`src/rtl/rgbhsv_pkg.sv`:
```
// types and constants shared by the rgb to hsv converter
package rgbhsv_pkg;

  localparam int unsigned PIX_W          = 8;
  localparam int unsigned HUE_NUM_W      = 19;  // 255 * n, n below 6 * 255
  localparam int unsigned HUE_DEN_W      = 11;  // 6 * delta
  localparam int unsigned SAT_NUM_W      = 16;  // 255 * delta
  localparam int unsigned SAT_DEN_W      = 8;   // largest channel
  localparam int unsigned QUOT_W         = 8;
  localparam int unsigned BITS_PER_STAGE = 2;
  localparam int unsigned DIV_STAGES     = QUOT_W / BITS_PER_STAGE;
  localparam int unsigned N_STAGES       = DIV_STAGES + 2;

  // first stage: extremes of the pixel and the hue numerator
  typedef struct packed {
    logic [PIX_W-1:0]     mx;
    logic [PIX_W-1:0]     delta;
    logic [HUE_DEN_W-1:0] n;
  } prep_t;

  // divider stages: partial remainders, divisors and quotients for hue and saturation
  typedef struct packed {
    logic [HUE_NUM_W-1:0] hrem;
    logic [HUE_DEN_W-1:0] hden;
    logic [QUOT_W-1:0]    hq;
    logic [SAT_NUM_W-1:0] srem;
    logic [SAT_DEN_W-1:0] sden;
    logic [QUOT_W-1:0]    sq;
    logic [PIX_W-1:0]     bright;
  } quot_t;

endpackage

```
`src/rtl/rgb_to_hsv_converter.sv`:
```
// rgb to hsv pixel converter: pipelined top level
// Converts one 8-bit rgb pixel into 8-bit hue, saturation and brightness.
// Input channel: pixel_valid / pixel_stall with red, green, blue; a transaction
// completes at a clock edge with pixel_valid high and pixel_stall low.
// Output channel: hsv_valid / hsv_stall with hue, saturation, brightness, same rule.
// Six register stages lie between input transaction and hsv_valid; throughput is
// one pixel per clock while hsv_stall is low. Stage one finds max, min and the hue
// numerator, stage two forms the scaled dividends, and four divider stages retire two
// quotient bits each for the hue and saturation restoring dividers.
// Hue is floor(255 * n / (6 * delta)) with a full turn mapped to 255; saturation is
// floor(255 * delta / max); brightness is max. A grey pixel gives hue 0, saturation 0.
// Each stage holds its transaction while the next is full and stalled, and empty
// stages close up, so pixels are still taken while a result waits on hsv_stall.
// A stall never drops or repeats a transaction; pixel_stall rises only once every
// stage is full.
// Reset (rst, synchronous, active high) empties the pipeline; no other state.
module rgb_to_hsv_converter (
  input  logic       clk,
  input  logic       rst,
  input  logic       pixel_valid,
  output logic       pixel_stall,
  input  logic [7:0] red,
  input  logic [7:0] green,
  input  logic [7:0] blue,
  output logic       hsv_valid,
  input  logic       hsv_stall,
  output logic [7:0] hue,
  output logic [7:0] saturation,
  output logic [7:0] brightness
);

  localparam int unsigned NS = rgbhsv_pkg::N_STAGES;
  localparam int unsigned DS = rgbhsv_pkg::DIV_STAGES;

  logic [NS-1:0] vld;
  logic [NS-1:0] adv;

  rgbhsv_pkg::prep_t prep;
  rgbhsv_pkg::prep_t prep_next;
  rgbhsv_pkg::quot_t pipe      [DS+1];
  rgbhsv_pkg::quot_t pipe_next [DS+1];

  // a stage moves on when it is empty or the stage after it moves on
  always_comb begin
    adv[NS-1] = !vld[NS-1] || !hsv_stall;
    for (int k = NS - 2; k >= 0; k--) begin
      adv[k] = !vld[k] || adv[k+1];
    end
  end

  assign pixel_stall = !adv[0];

  // stage one: max, min, delta and hue numerator
  always_comb begin
    logic [7:0]  mx;
    logic [7:0]  mn;
    logic [7:0]  d;
    logic [10:0] d11;
    mx  = (red > green) ? red : green;
    mx  = (mx > blue) ? mx : blue;
    mn  = (red < green) ? red : green;
    mn  = (mn < blue) ? mn : blue;
    d   = mx - mn;
    d11 = {3'b000, d};
    if (mx == red) begin
      if (green >= blue) begin
        prep_next.n = {3'b000, green} - {3'b000, blue};
      end else begin
        // wraps below zero by a full turn
        prep_next.n = (d11 << 2) + (d11 << 1) + {3'b000, green} - {3'b000, blue};
      end
    end else if (mx == green) begin
      prep_next.n = {3'b000, blue} + (d11 << 1) - {3'b000, red};
    end else begin
      prep_next.n = {3'b000, red} + (d11 << 2) - {3'b000, green};
    end
    prep_next.mx    = mx;
    prep_next.delta = d;
  end

  // stage two: dividends and divisors; grey divides zero by one
  // divider stages: two restoring steps each, most significant quotient bit first
  always_comb begin
    rgbhsv_pkg::quot_t t;
    logic [18:0]       hsh;
    logic [15:0]       ssh;
    int                sh;
    logic              grey;
    logic [18:0]       n19;
    logic [15:0]       d16;
    logic [10:0]       d11;
    grey = (prep.delta == 8'd0);
    n19  = {8'd0, prep.n};
    d16  = {8'd0, prep.delta};
    d11  = {3'b000, prep.delta};
    pipe_next[0].hrem   = grey ? 19'd0 : (n19 << 8) - n19;
    pipe_next[0].hden   = grey ? 11'd1 : (d11 << 2) + (d11 << 1);
    pipe_next[0].hq     = 8'd0;
    pipe_next[0].srem   = (d16 << 8) - d16;
    pipe_next[0].sden   = grey ? 8'd1 : prep.mx;
    pipe_next[0].sq     = 8'd0;
    pipe_next[0].bright = prep.mx;
    for (int j = 0; j < DS; j++) begin
      t = pipe[j];
      for (int k = 0; k < rgbhsv_pkg::BITS_PER_STAGE; k++) begin
        sh  = rgbhsv_pkg::QUOT_W - 1 - j * rgbhsv_pkg::BITS_PER_STAGE - k;
        hsh = {8'd0, t.hden} << sh;
        ssh = {8'd0, t.sden} << sh;
        if (t.hrem >= hsh) begin
          t.hrem = t.hrem - hsh;
          t.hq   = {t.hq[6:0], 1'b1};
        end else begin
          t.hq   = {t.hq[6:0], 1'b0};
        end
        if (t.srem >= ssh) begin
          t.srem = t.srem - ssh;
          t.sq   = {t.sq[6:0], 1'b1};
        end else begin
          t.sq   = {t.sq[6:0], 1'b0};
        end
      end
      pipe_next[j+1] = t;
    end
  end

  always_ff @(posedge clk) begin
    if (rst) begin
      vld <= '0;
    end else begin
      if (adv[0]) begin
        vld[0] <= pixel_valid;
      end
      for (int k = 1; k < NS; k++) begin
        if (adv[k]) begin
          vld[k] <= vld[k-1];
        end
      end
    end
  end

  always_ff @(posedge clk) begin
    if (adv[0]) begin
      prep <= prep_next;
    end
    for (int k = 0; k <= DS; k++) begin
      if (adv[k+1]) begin
        pipe[k] <= pipe_next[k];
      end
    end
  end

  assign hsv_valid  = vld[NS-1];
  assign hue        = pipe[DS].hq;
  assign saturation = pipe[DS].sq;
  assign brightness = pipe[DS].bright;

`ifndef SYNTHESIS
  // zero saturation only comes from a grey pixel, whose hue is zero
  a_grey_hue: assert property (@(posedge clk) disable iff (rst)
    hsv_valid && saturation == 8'd0 |-> hue == 8'd0)
    else $error("grey pixel with non-zero hue");

  // the hue quotient stays below a full turn
  a_hue_range: assert property (@(posedge clk) disable iff (rst)
    hsv_valid |-> hue != 8'hFF)
    else $error("hue reached a full turn");

  // black gives no saturation
  a_black: assert property (@(posedge clk) disable iff (rst)
    hsv_valid && brightness == 8'd0 |-> saturation == 8'd0)
    else $error("black pixel with saturation");

  // input is only held off when every stage is occupied
  a_stall_full: assert property (@(posedge clk) disable iff (rst)
    pixel_stall |-> vld == {NS{1'b1}} && hsv_stall)
    else $error("input stalled with room in the pipeline");
`endif

endmodule

```
`config.mk`:
```
export PLATFORM = sky130hd
export DESIGN_NAME = rgb_to_hsv_converter
export DESIGN_NICKNAME = d
export VERILOG_FILES = /design/src/rtl/rgbhsv_pkg.sv /design/src/rtl/rgb_to_hsv_converter.sv
export SDC_FILE = /design/constraint.sdc
export NUM_CORES = 1
export LEC_CHECK = 0
export ABC_AREA = 1
export BUFFER_PORTS_ARGS = -buffer_cell sky130_fd_sc_hd__buf_4
export CORE_UTILIZATION = 30
export CTS_BUF_LIST = sky130_fd_sc_hd__clkbuf_4 sky130_fd_sc_hd__clkbuf_8
export DETAILED_ROUTE_END_ITERATION = 12
export PLACE_DENSITY = 0.51
export SLEW_MARGIN = 20
export SYNTH_ARGS = -nofsm -noshare
export SYNTH_HDL_FRONTEND = slang
export SYNTH_SLANG_ARGS = --single-unit
```
`constraint.sdc`:
```
create_clock -name clk -period 11.05 [get_ports clk]
set_input_delay 1.105 -clock clk [delete_from_list [all_inputs] [get_ports clk]]
set_output_delay 1.105 -clock clk [all_outputs]
set_load 0.05 [all_outputs]
```
==> impl_metrics.csv, run 1 <==
group,metric,value,unit
run_status,outcome,"complete, no violations",
grt,met3_usage,0.0197,
logic_synthesis,synth_seq_area_share,0.410,
timing,rsz0062_at_grt,"false",
logic_synthesis,synthesis.nets,2951,
cells_and_area,final_common_cell,"nand2_1",
logic_synthesis,syn_area,23900,um2
setup_path,cp-start-kind,"primary input",
logic_synthesis,yosysUniqueCellTypes,65,
routing,viasPerCell,4.49,
logic_synthesis,syn_avg_cell_area,9.09,um2
routing,wl_per_cell,14.1,um
clocking,cts_hold_buf,0,
timing,hold_violations,0,
grt,grtUsageTotal,0.132,
setup_path,cp_common_cell,"inv_1",
timing,setup_viol,0,
timing,worst_slew_pin_slew,0.968,ns
clocking,root_buffer,"clkbuf_8",
clocking,ctsResizeCount,0,
grt,grtUsageMet2,0.221,
routing,antenna_left,0,
clocking,numCtsBuffers,58,
floorplanning,die-height,285,um
routing,wl,53.5,mm
logic_synthesis,synth_ff_type,"edfxtp_1",
grt,grt_pass1_wl,86.5,mm
grt,overflow,0,
setup_path,reg2reg_from,"pipe[0][48]",
timing,post-route-min-period,7.52,ns
setup_path,arrival,7.91,ns
cells_and_area,syn2layout_area_growth,11.1,%
logic_synthesis,synth_top_area_share,0.405,
min_path,hold_path_class,"reg -> reg",
timing,finalWorstSetupSlack,3.53,ns
timing,timing.final.crit_share,0.680,
logic_synthesis,synthArstFlopShare,0,
routing,drtIter0Drc,736,
logic_synthesis,synth_warnings,0,
clocking,clk_pin_slew,0.06,ns
setup_path,cp_slowest_stage_delay,0.56,ns
floorplanning,fp.dieW,285,um
routing,first_pass_iters,6,
cells_and_area,post-route-util,0.337,
logic_synthesis,synth_top_area_cell,"edfxtp_1",
floorplanning,core,79000,um2
logic_synthesis,synth-edff-count,323,
cells_and_area,layout-drive-gt1-share,0.0862,
timing,relSlewSlack,0.355,
floorplanning,ios,54,
clocking,clkLatencyLatePin,0.65,ns
timing,finalSetupTns,0,ns
floorplanning,start_util,0.303,
setup_path,crit_start,"red[0]",
floorplanning,dieArea,80900,um2
cells_and_area,final_cell_mix,"nand2_1 (430), inv_1 (390), edfxtp_1 (323), ha_1 (244), a21oi_1 (218)",
min_path,hp-start,"pipe[0][6]",
timing,clock_skew,0.0306,ns
floorplanning,rows,103,
timing,drv_slew,0,
clocking,cts.path.max_buffers,3,
grt,antenna_found_initial,1,
setup_path,critical_path_class,"in -> reg",
placed_design,dp_hpwl,42.8,mm
setup_path,crit_required,11.44,ns
setup_path,cpMaxStageDelayCell,"a211oi_1",
timing,fmax,133,MHz
setup_path,cp_max_fo,16,
flow_run,drv_cap,0,
grt,busiest_layer,"met2",
setup_path,reg2reg_slack,4.99,ns
logic_synthesis,ys_seq_elements,329,
routing,drc_errors,0,
grt,grt_max_degree,77,
setup_path,end_kind,"flip-flop",
clocking,cts_sinks,329,
placed_design,gp_congestion,0.893,
clocking,postCtsSetupRepairBufs,0,
clocking,htreeDepth,2,
logic_synthesis,syn_inst,2634,
clocking,cts_tree,"built",
grt,use_met1,0.172,
cells_and_area,nNetsFinal,3021,
logic_synthesis,synth_area_leaders,"edfxtp_1 (41%), ha_1 (13%), nand2_1 (6.7%)",
placed_design,dpl_worst_slack,2.92,ns
routing,vias,17100,
placed_design,port_buffers,53,
grt,grt_pass1_vias,17000,
Yosys cell counts, types with 5 or more instances:
master      n
nand2_1   430
inv_1     394
edfxtp_1  323
ha_1      244
a21oi_1   218
nor2_1    201
o21ai_0   164
xor2_1    119
nand3_1    86
xnor2_1    66
fa_1       45
nor3_1     33
buf_4      26
o21ai_1    26
o21bai_1   21
nand4_1    19
nand2_2    18
a31oi_1    15
nor4_1     14
o21ai_2    14
a211oi_1   13
clkbuf_1   12
nand3b_1   12
o211ai_1   10
buf_2       9
o21a_1      9
or2_2       8
dfxtp_1     6
inv_2       6
a221oi_1    5
and2_1      5
metrics by stage:
step / hold slack (ns) / area (um2) / cells
6_report: 0.401 / 26600 / 3800
5_1_grt: 0.396 / 26600 / 3800
3_5_place_dp: 0.405 / 25400 / 3694
4_1_cts: 0.385 / 26600 / 3799
2_1_floorplan: 0.400 / 23900 / 2634
3_3_place_gp: 0.400 / 25400 / 3694
critical path: cells and delay by family:
kind	cells	cell delay [ns]
compound gates	10	1.82
buf+inv	11	0.90
fa+ha+maj	8	2.49
simple gates	12	1.30
xor+xnor	1	0.28
sequential cells by signal, summed over array words and instances, names as in the netlist:
register and count:
pipe 296, pipe_next 8, vld 6, prep 19
metal layers:
metal	share of wire	wire length (um)	up-vias
met1	0.48	25800	7678
met2	0.45	24300	248
met3	0.035	1850	88
li1	-	-	9060
met5	0	0	-
met4	0.030	1580	0
cell families after synthesis:
| group | Yosys count | synth area share |
|---|---|---|
| simple gates | 847 | 0.153 |
| compound gates | 521 | 0.123 |
| buf+inv | 458 | 0.0783 |
| flops | 329 | 0.410 |
| fa+ha+maj | 289 | 0.165 |
| xor+xnor | 187 | 0.0695 |
| mux | 3 | 0.00141 |
final timing paths:
check / endpoint / cells after the start
max: prep[9] / 42
min reg2reg: pipe[0][84] / 0
max reg2reg: pipe[0][143] / 31
min: pipe[0][84] / 0
area by class of cell:
cell class	count	area (um2)
fillers	8166	52400
repair buffers	63	473
flip-flops and latches	329	9820
inverters	405	1530
well taps	1050	1310
multi-input cells	1847	12200
clock buffers	75	945
diodes	1	2.50
clock inverters	30	273
Power of run 1 is not shown: default switching activity piles up to over one toggle a cycle in this logic, so the estimate is an artifact.
==> run 2: changes to the inputs <==
--- a/config.mk
+++ b/config.mk
@@ -10,7 +10,7 @@
 export CORE_UTILIZATION = 30
 export CTS_BUF_LIST = sky130_fd_sc_hd__clkbuf_4 sky130_fd_sc_hd__clkbuf_8
 export DETAILED_ROUTE_END_ITERATION = 12
-export PLACE_DENSITY = 0.51
+export PLACE_DENSITY = 0.53
 export SLEW_MARGIN = 20
 export SYNTH_ARGS = -nofsm -noshare
 export SYNTH_HDL_FRONTEND = slang
==> constraint.sdc (replaced) <==
create_clock -name clk -period 6.02 [get_ports clk]
set_input_delay 0.602 -clock clk [delete_from_list [all_inputs] [get_ports clk]]
set_output_delay 0.602 -clock clk [all_outputs]
set_load 0.05 [all_outputs]
==> run 2 against run 1 <==
  * The run now ends with setup timing left
  * Critical path type unchanged
  * Critical endpoint unchanged
  * Cell count is 4.4% higher
  * Register-to-register slack worse by 4.3 ns
  * Non-clock buffer count is 178 higher
  * First-iteration DRC count is 3.4% higher
  * Largest cell class unchanged
==> impl_metrics.csv, run 2 (synthesis results as in run 1) <==
group,metric,value,unit
run_status,outcome,"finished with violations",
run_status,violations,"setup timing",
floorplanning,start_util,0.303,
setup_path,cp_max_fo,6,
grt,grtUsageTotal,0.131,
cells_and_area,fillCellCount,8116,
placed_design,dp_hpwl,43.6,mm
cells_and_area,final_cell_mix,"nand2_1 (416), inv_1 (375), edfxtp_1 (323), buf_4 (235), ha_1 (232)",
cells_and_area,final_common_cell,"nand2_1",
grt,grt_pass1_vias,17600,
timing,fmax,165,MHz
clocking,numCtsBuffers,52,
routing,antenna_left,0,
routing,viasPerCell,4.48,
grt,overflow,0,
placed_design,port_buffers,53,
setup_path,cp_common_cell,"inv_2",
cells_and_area,largest_reg_flops,296,
grt,antenna_found_initial,1,
floorplanning,die-height,285,um
timing,rsz0062_at_grt,"true",
cells_and_area,nNetsFinal,3193,
cells_and_area,syn2layout_area_growth,18.5,%
timing,finalWorstSetupSlack,-0.0449,ns
setup_path,crit_required,6.35,ns
grt,grt_max_degree,76,
timing,relSlewSlack,0.415,
placed_design,dp.cells,3847,
timing,setup_viol,1,
clocking,cts.path.max_buffers,3,
flow_run,drv_cap,0,
setup_path,crit_start,"red[0]",
cells_and_area,fin_area,28400,um2
clocking,htreeDepth,2,
placed_design,place_area,26700,um2
cells_and_area,regMostFlops,"pipe",
timing,post-route-min-period,6.06,ns
clocking,cts_tree,"built",
setup_path,reg2reg_from,"pipe[0][49]",
routing,wl_per_cell,13.5,um
setup_path,cp-start-kind,"primary input",
floorplanning,ios,54,
min_path,hold_path_class,"in -> reg",
setup_path,end_kind,"flip-flop",
cells_and_area,fin_cells,3968,
cells_and_area,layout-drive-gt1-share,0.171,
timing,hold_violations,0,
setup_path,cpMaxStageDelayCell,"fa_1",
timing,worst_slew_pin_slew,0.878,ns
routing,vias,17800,
setup_path,arrival,6.40,ns
routing,first_pass_iters,5,
timing,drv_slew,0,
floorplanning,dieArea,80900,um2
clocking,cts_sinks,329,
timing,timing.final.crit_share,1.01,
timing,clock_skew,0.0214,ns
floorplanning,fp.dieW,285,um
cells_and_area,seqCellArea,9820,um2
routing,drtIter0Drc,761,
floorplanning,core,79000,um2
routing,drc_errors,0,
clocking,clk_pin_slew,0.06,ns
grt,grt_pass1_wl,86.9,mm
cells_and_area,post-route-util,0.359,
cells_and_area,multi_input_area,12700,um2
setup_path,critical_path_class,"in -> reg",
setup_path,cp_slowest_stage_delay,0.56,ns
clocking,root_buffer,"clkbuf_8",
routing,wl,53.5,mm
min_path,hp-start,"rst",
placed_design,dpl_worst_slack,-0.764,ns
clocking,clkLatencyLatePin,0.60,ns
placed_design,gp_congestion,0.856,
floorplanning,rows,103,
-- run 2: cell types whose count changed in the layout (fill, tap and decap cells not counted), sizes merged --
cell and delta:
inv -3, clkinv -3, clkinvlp +1, clkbuf -5, buf +178
-- run 2: layout make-up --
cell class	instances	share of cell area
Timing Repair Buffer	241	0.0649
Tap cell	1050	0.0463
Antenna cell	1	0.0000882
Inverter	405	0.0551
Clock inverter	25	0.00825
Clock buffer	70	0.0306
Sequential cell	329	0.346
Multi-Input combinational cell	1847	0.449
-- run 2: through the flow --
step                      hold WS (ns)  setup TNS, ns
after floorplan                  0.400         -28.77
after global placement           0.401          -3.33
after detailed placement         0.405          -3.64
after CTS                        0.187        -0.0549
after global routing             0.225         -0.942
final                            0.263        -0.0449
-- run 2: routing by layer --
| metal | track usage | share of wire | up-vias |
|---|---|---|---|
| met2 | 0.233 | 0.48 | 233 |
| li1 | - | - | 9404 |
| met5 | 0 | 0 | - |
| met3 | 0.0161 | 0.030 | 53 |
| met4 | 0.0328 | 0.020 | 0 |
| met1 | 0.167 | 0.47 | 8069 |
-- run 2: final timing paths --
path / cells past startpoint / slack (ns) / end
hold reg to reg: 0 / 0.41 / pipe[0][82]
setup / recovery: 46 / -0.04 / prep[9]
setup reg to reg: 32 / 0.67 / pipe[0][153]
hold / removal: 2 / 0.26 / vld[5]
-- run 2: critical path: cells and delay by family --
kind	cells	cell delay, ns
compound gates	10	0.97
xor+xnor	1	0.08
fa+ha+maj	8	2.57
buf+inv	13	0.90
simple gates	14	1.24
-- run 2: what timing repair did --
action | in CTS | in global routing
resized for setup | 27 | 63
hold buffers | 0 | 0
setup buffers | 17 | 7
gates cloned | 1 | 0
setup endpoints to repair | 2 | 7
pin swaps | 6 | 27
Power of run 2 is left out for the same reason.
==> run 3: changes to the inputs <==
--- a/config.mk
+++ b/config.mk
@@ -5,7 +5,7 @@
 export SDC_FILE = /design/constraint.sdc
 export NUM_CORES = 1
 export LEC_CHECK = 0
-export ABC_AREA = 1
+export ABC_AREA = 0
 export BUFFER_PORTS_ARGS = -buffer_cell sky130_fd_sc_hd__buf_4
 export CORE_UTILIZATION = 30
 export CTS_BUF_LIST = sky130_fd_sc_hd__clkbuf_4 sky130_fd_sc_hd__clkbuf_8
==> run 3 against run 2 <==
  * The flow still finishes with violations (setup timing)
  * Hold slack lost 0.078 ns
  * Sequential cell count unchanged
  * Setup slack worse by 0.41 ns
  * Sequential share of layout area down 0.84 points
  * Non-clock buffer count increased by 57
  * Cell count decreased by 6.4%
  * Maximum frequency shrank 6.4%
  * Die area down 0.27%
  * Largest cell class unchanged
==> impl_metrics.csv, run 3 <==
group,metric,value,unit
logic_synthesis,synth.most_common_cell,"edfxtp_1",
grt,grt_max_degree,71,
clocking,clkLatencyLatePin,0.63,ns
clocking,htreeDepth,2,
setup_path,cp_slowest_stage_delay,0.51,ns
cells_and_area,final_cell_mix,"edfxtp_1 (323), buf_4 (272), inv_1 (267), ha_1 (225), nor2_1 (178)",
cells_and_area,multi_input_area,13300,um2
timing,drv_slew,0,
routing,drc_errors,0,
timing,post-route-min-period,6.48,ns
setup_path,cpMaxStageDelayCell,"fa_1",
clocking,cts.path.max_buffers,3,
grt,antenna_found_initial,0,
setup_path,cp_max_fo,6,
cells_and_area,syn2layout_area_growth,21.8,%
clocking,cts_hold_buf,0,
cells_and_area,post-route-util,0.369,
cells_and_area,n_antenna_cell,0,
logic_synthesis,synth_ff_type,"edfxtp_1",
logic_synthesis,synth_top_area_cell,"edfxtp_1",
flow_run,drv_cap,0,
routing,first_pass_iters,5,
setup_path,arrival,6.84,ns
timing,worst_slew_pin_slew,0.869,ns
logic_synthesis,synth_seq_area_share,0.411,
cells_and_area,nNetsFinal,2937,
grt,grt_pass1_wl,91.2,mm
clocking,cts_tree,"built",
floorplanning,fp.dieW,284,um
clocking,cts_sinks,329,
cells_and_area,fillCellCount,7831,
grt,overflow,0,
logic_synthesis,synth-edff-count,323,
cells_and_area,final_common_cell,"edfxtp_1",
logic_synthesis,ys_seq_elements,329,
routing,wl_per_cell,15.4,um
cells_and_area,seqCellArea,9820,um2
routing,antenna_left,0,
logic_synthesis,synth_warnings,0,
setup_path,critical_path_class,"in -> reg",
clocking,clk_pin_slew,0.06,ns
run_status,outcome,"finished with violations",
cells_and_area,regMostFlops,"pipe",
logic_synthesis,synthesis.nets,2643,
floorplanning,ios,54,
routing,viasPerCell,4.74,
clocking,root_buffer,"clkbuf_8",
timing,fmax,154,MHz
logic_synthesis,yosysUniqueCellTypes,79,
floorplanning,rows,103,
setup_path,end_kind,"flip-flop",
floorplanning,core,78900,um2
grt,grtUsageTotal,0.138,
logic_synthesis,syn_avg_cell_area,10.3,um2
clocking,numCtsBuffers,53,
placed_design,gp_congestion,0.869,
run_status,violations,"setup timing",
routing,wl,57.2,mm
timing,relSlewSlack,0.415,
cells_and_area,largest_reg_flops,296,
timing,setup_viol,5,
setup_path,crit_required,6.39,ns
placed_design,port_buffers,53,
timing,timing.final.crit_share,1.08,
placed_design,dp_hpwl,45.5,mm
timing,clock_skew,0.0140,ns
logic_synthesis,yosys-top-cells-count,"edfxtp_1 (323), inv_1 (286), ha_1 (244), nor2_1 (182), a21oi_1 (164)",
logic_synthesis,synth_area_leaders,"edfxtp_1 (41%), ha_1 (13%), xnor2_1 (4.8%)",
cells_and_area,layout-drive-gt1-share,0.218,
logic_synthesis,syn_inst,2326,
floorplanning,die-height,284,um
placed_design,dpl_worst_slack,-1.28,ns
grt,grt_pass1_vias,18100,
floorplanning,dieArea,80700,um2
timing,rsz0062_at_grt,"true",
logic_synthesis,synth_top_area_share,0.406,
timing,hold_violations,0,
min_path,hold_path_class,"in -> reg",
floorplanning,start_util,0.303,
logic_synthesis,syn_area,23900,um2
routing,vias,17600,
setup_path,cp-start-kind,"primary input",
logic_synthesis,synthArstFlopShare,0,
routing,drtIter0Drc,813,
timing,finalSetupTns,-0.885,ns
timing,finalWorstSetupSlack,-0.459,ns
run 3: changes by cell type after synthesis, moves of 63 or more:
cell and delta:
nand3_1 -63, xor2_1 -77, xnor2_1 +64, nand2_1 -306
inv_1 -108, a21o_1 +71
run 3: through the flow:
step / hold WS (ns) / instance area, um2 / cells
after floorplan: 0.400 / 24000 / 2326
after global placement: 0.406 / 27000 / 3576
after detailed placement: 0.405 / 27000 / 3576
after CTS: 0.114 / 28400 / 3688
after global routing: 0.136 / 29100 / 3714
final: 0.185 / 29100 / 3714
run 3: worst paths after layout:
kind	start	to	slack (ns)	depth (start not counted)
worst max register to register	pipe[0][208]	pipe[0][303]	0.19	21
worst min-delay path	rst	vld[0]	0.19	2
worst max-delay path	green[5]	prep[10]	-0.46	32
worst min register to register	pipe[0][242]	pipe[0][322]	0.42	0
run 3: cell type report:
cell class / count / share of cell area
Clock buffer: 63 / 0.0277
Inverter: 287 / 0.0375
Timing Repair Buffer: 298 / 0.0815
Sequential cell: 329 / 0.338
Tap cell: 1050 / 0.0452
Clock inverter: 36 / 0.0131
Multi-Input combinational cell: 1651 / 0.457
run 3: what timing repair did:
| action | in CTS | in global routing |
|---|---|---|
| buffers inserted | 13 | 25 |
| setup endpoints to repair | 28 | 64 |
| hold endpoints to repair | 0 | 0 |
| gates cloned | 1 | 5 |
| pin swaps | 20 | 61 |
| gates resized for setup | 50 | 103 |
run 3: cells by family (layout without fill, tap and decap cells):
family | count (synthesis) | in the layout | synth area share
AND/OR/NAND/NOR | 569 | 569 | 0.118
AO/OA/AOI/OAI | 525 | 525 | 0.139
buffers and inverters | 346 | 684 | 0.0594
flip-flops | 329 | 329 | 0.411
adder cells (fa/ha/maj) | 289 | 289 | 0.166
XOR/XNOR | 172 | 172 | 0.0631
multiplexers | 96 | 96 | 0.0439
run 3: layer usage:
| layer | vias up | GRT usage | wire [um] |
|---|---|---|---|
| met5 | - | 0 | 0 |
| met3 | 96 | 0.0206 | 1890 |
| li1 | 8913 | - | - |
| met1 | 8269 | 0.165 | 24900 |
| met2 | 319 | 0.250 | 28700 |
| met4 | 0 | 0.0495 | 1660 |
run 3: worst max-delay path: cells and delay by family:
family,cells,cell delay (ns)
compound gates,12,1.94
buf+inv,5,0.52
xor+xnor,1,0.09
fa+ha+maj,7,2.56
simple gates,7,1.12
Power of run 3 is left out for the same reason.
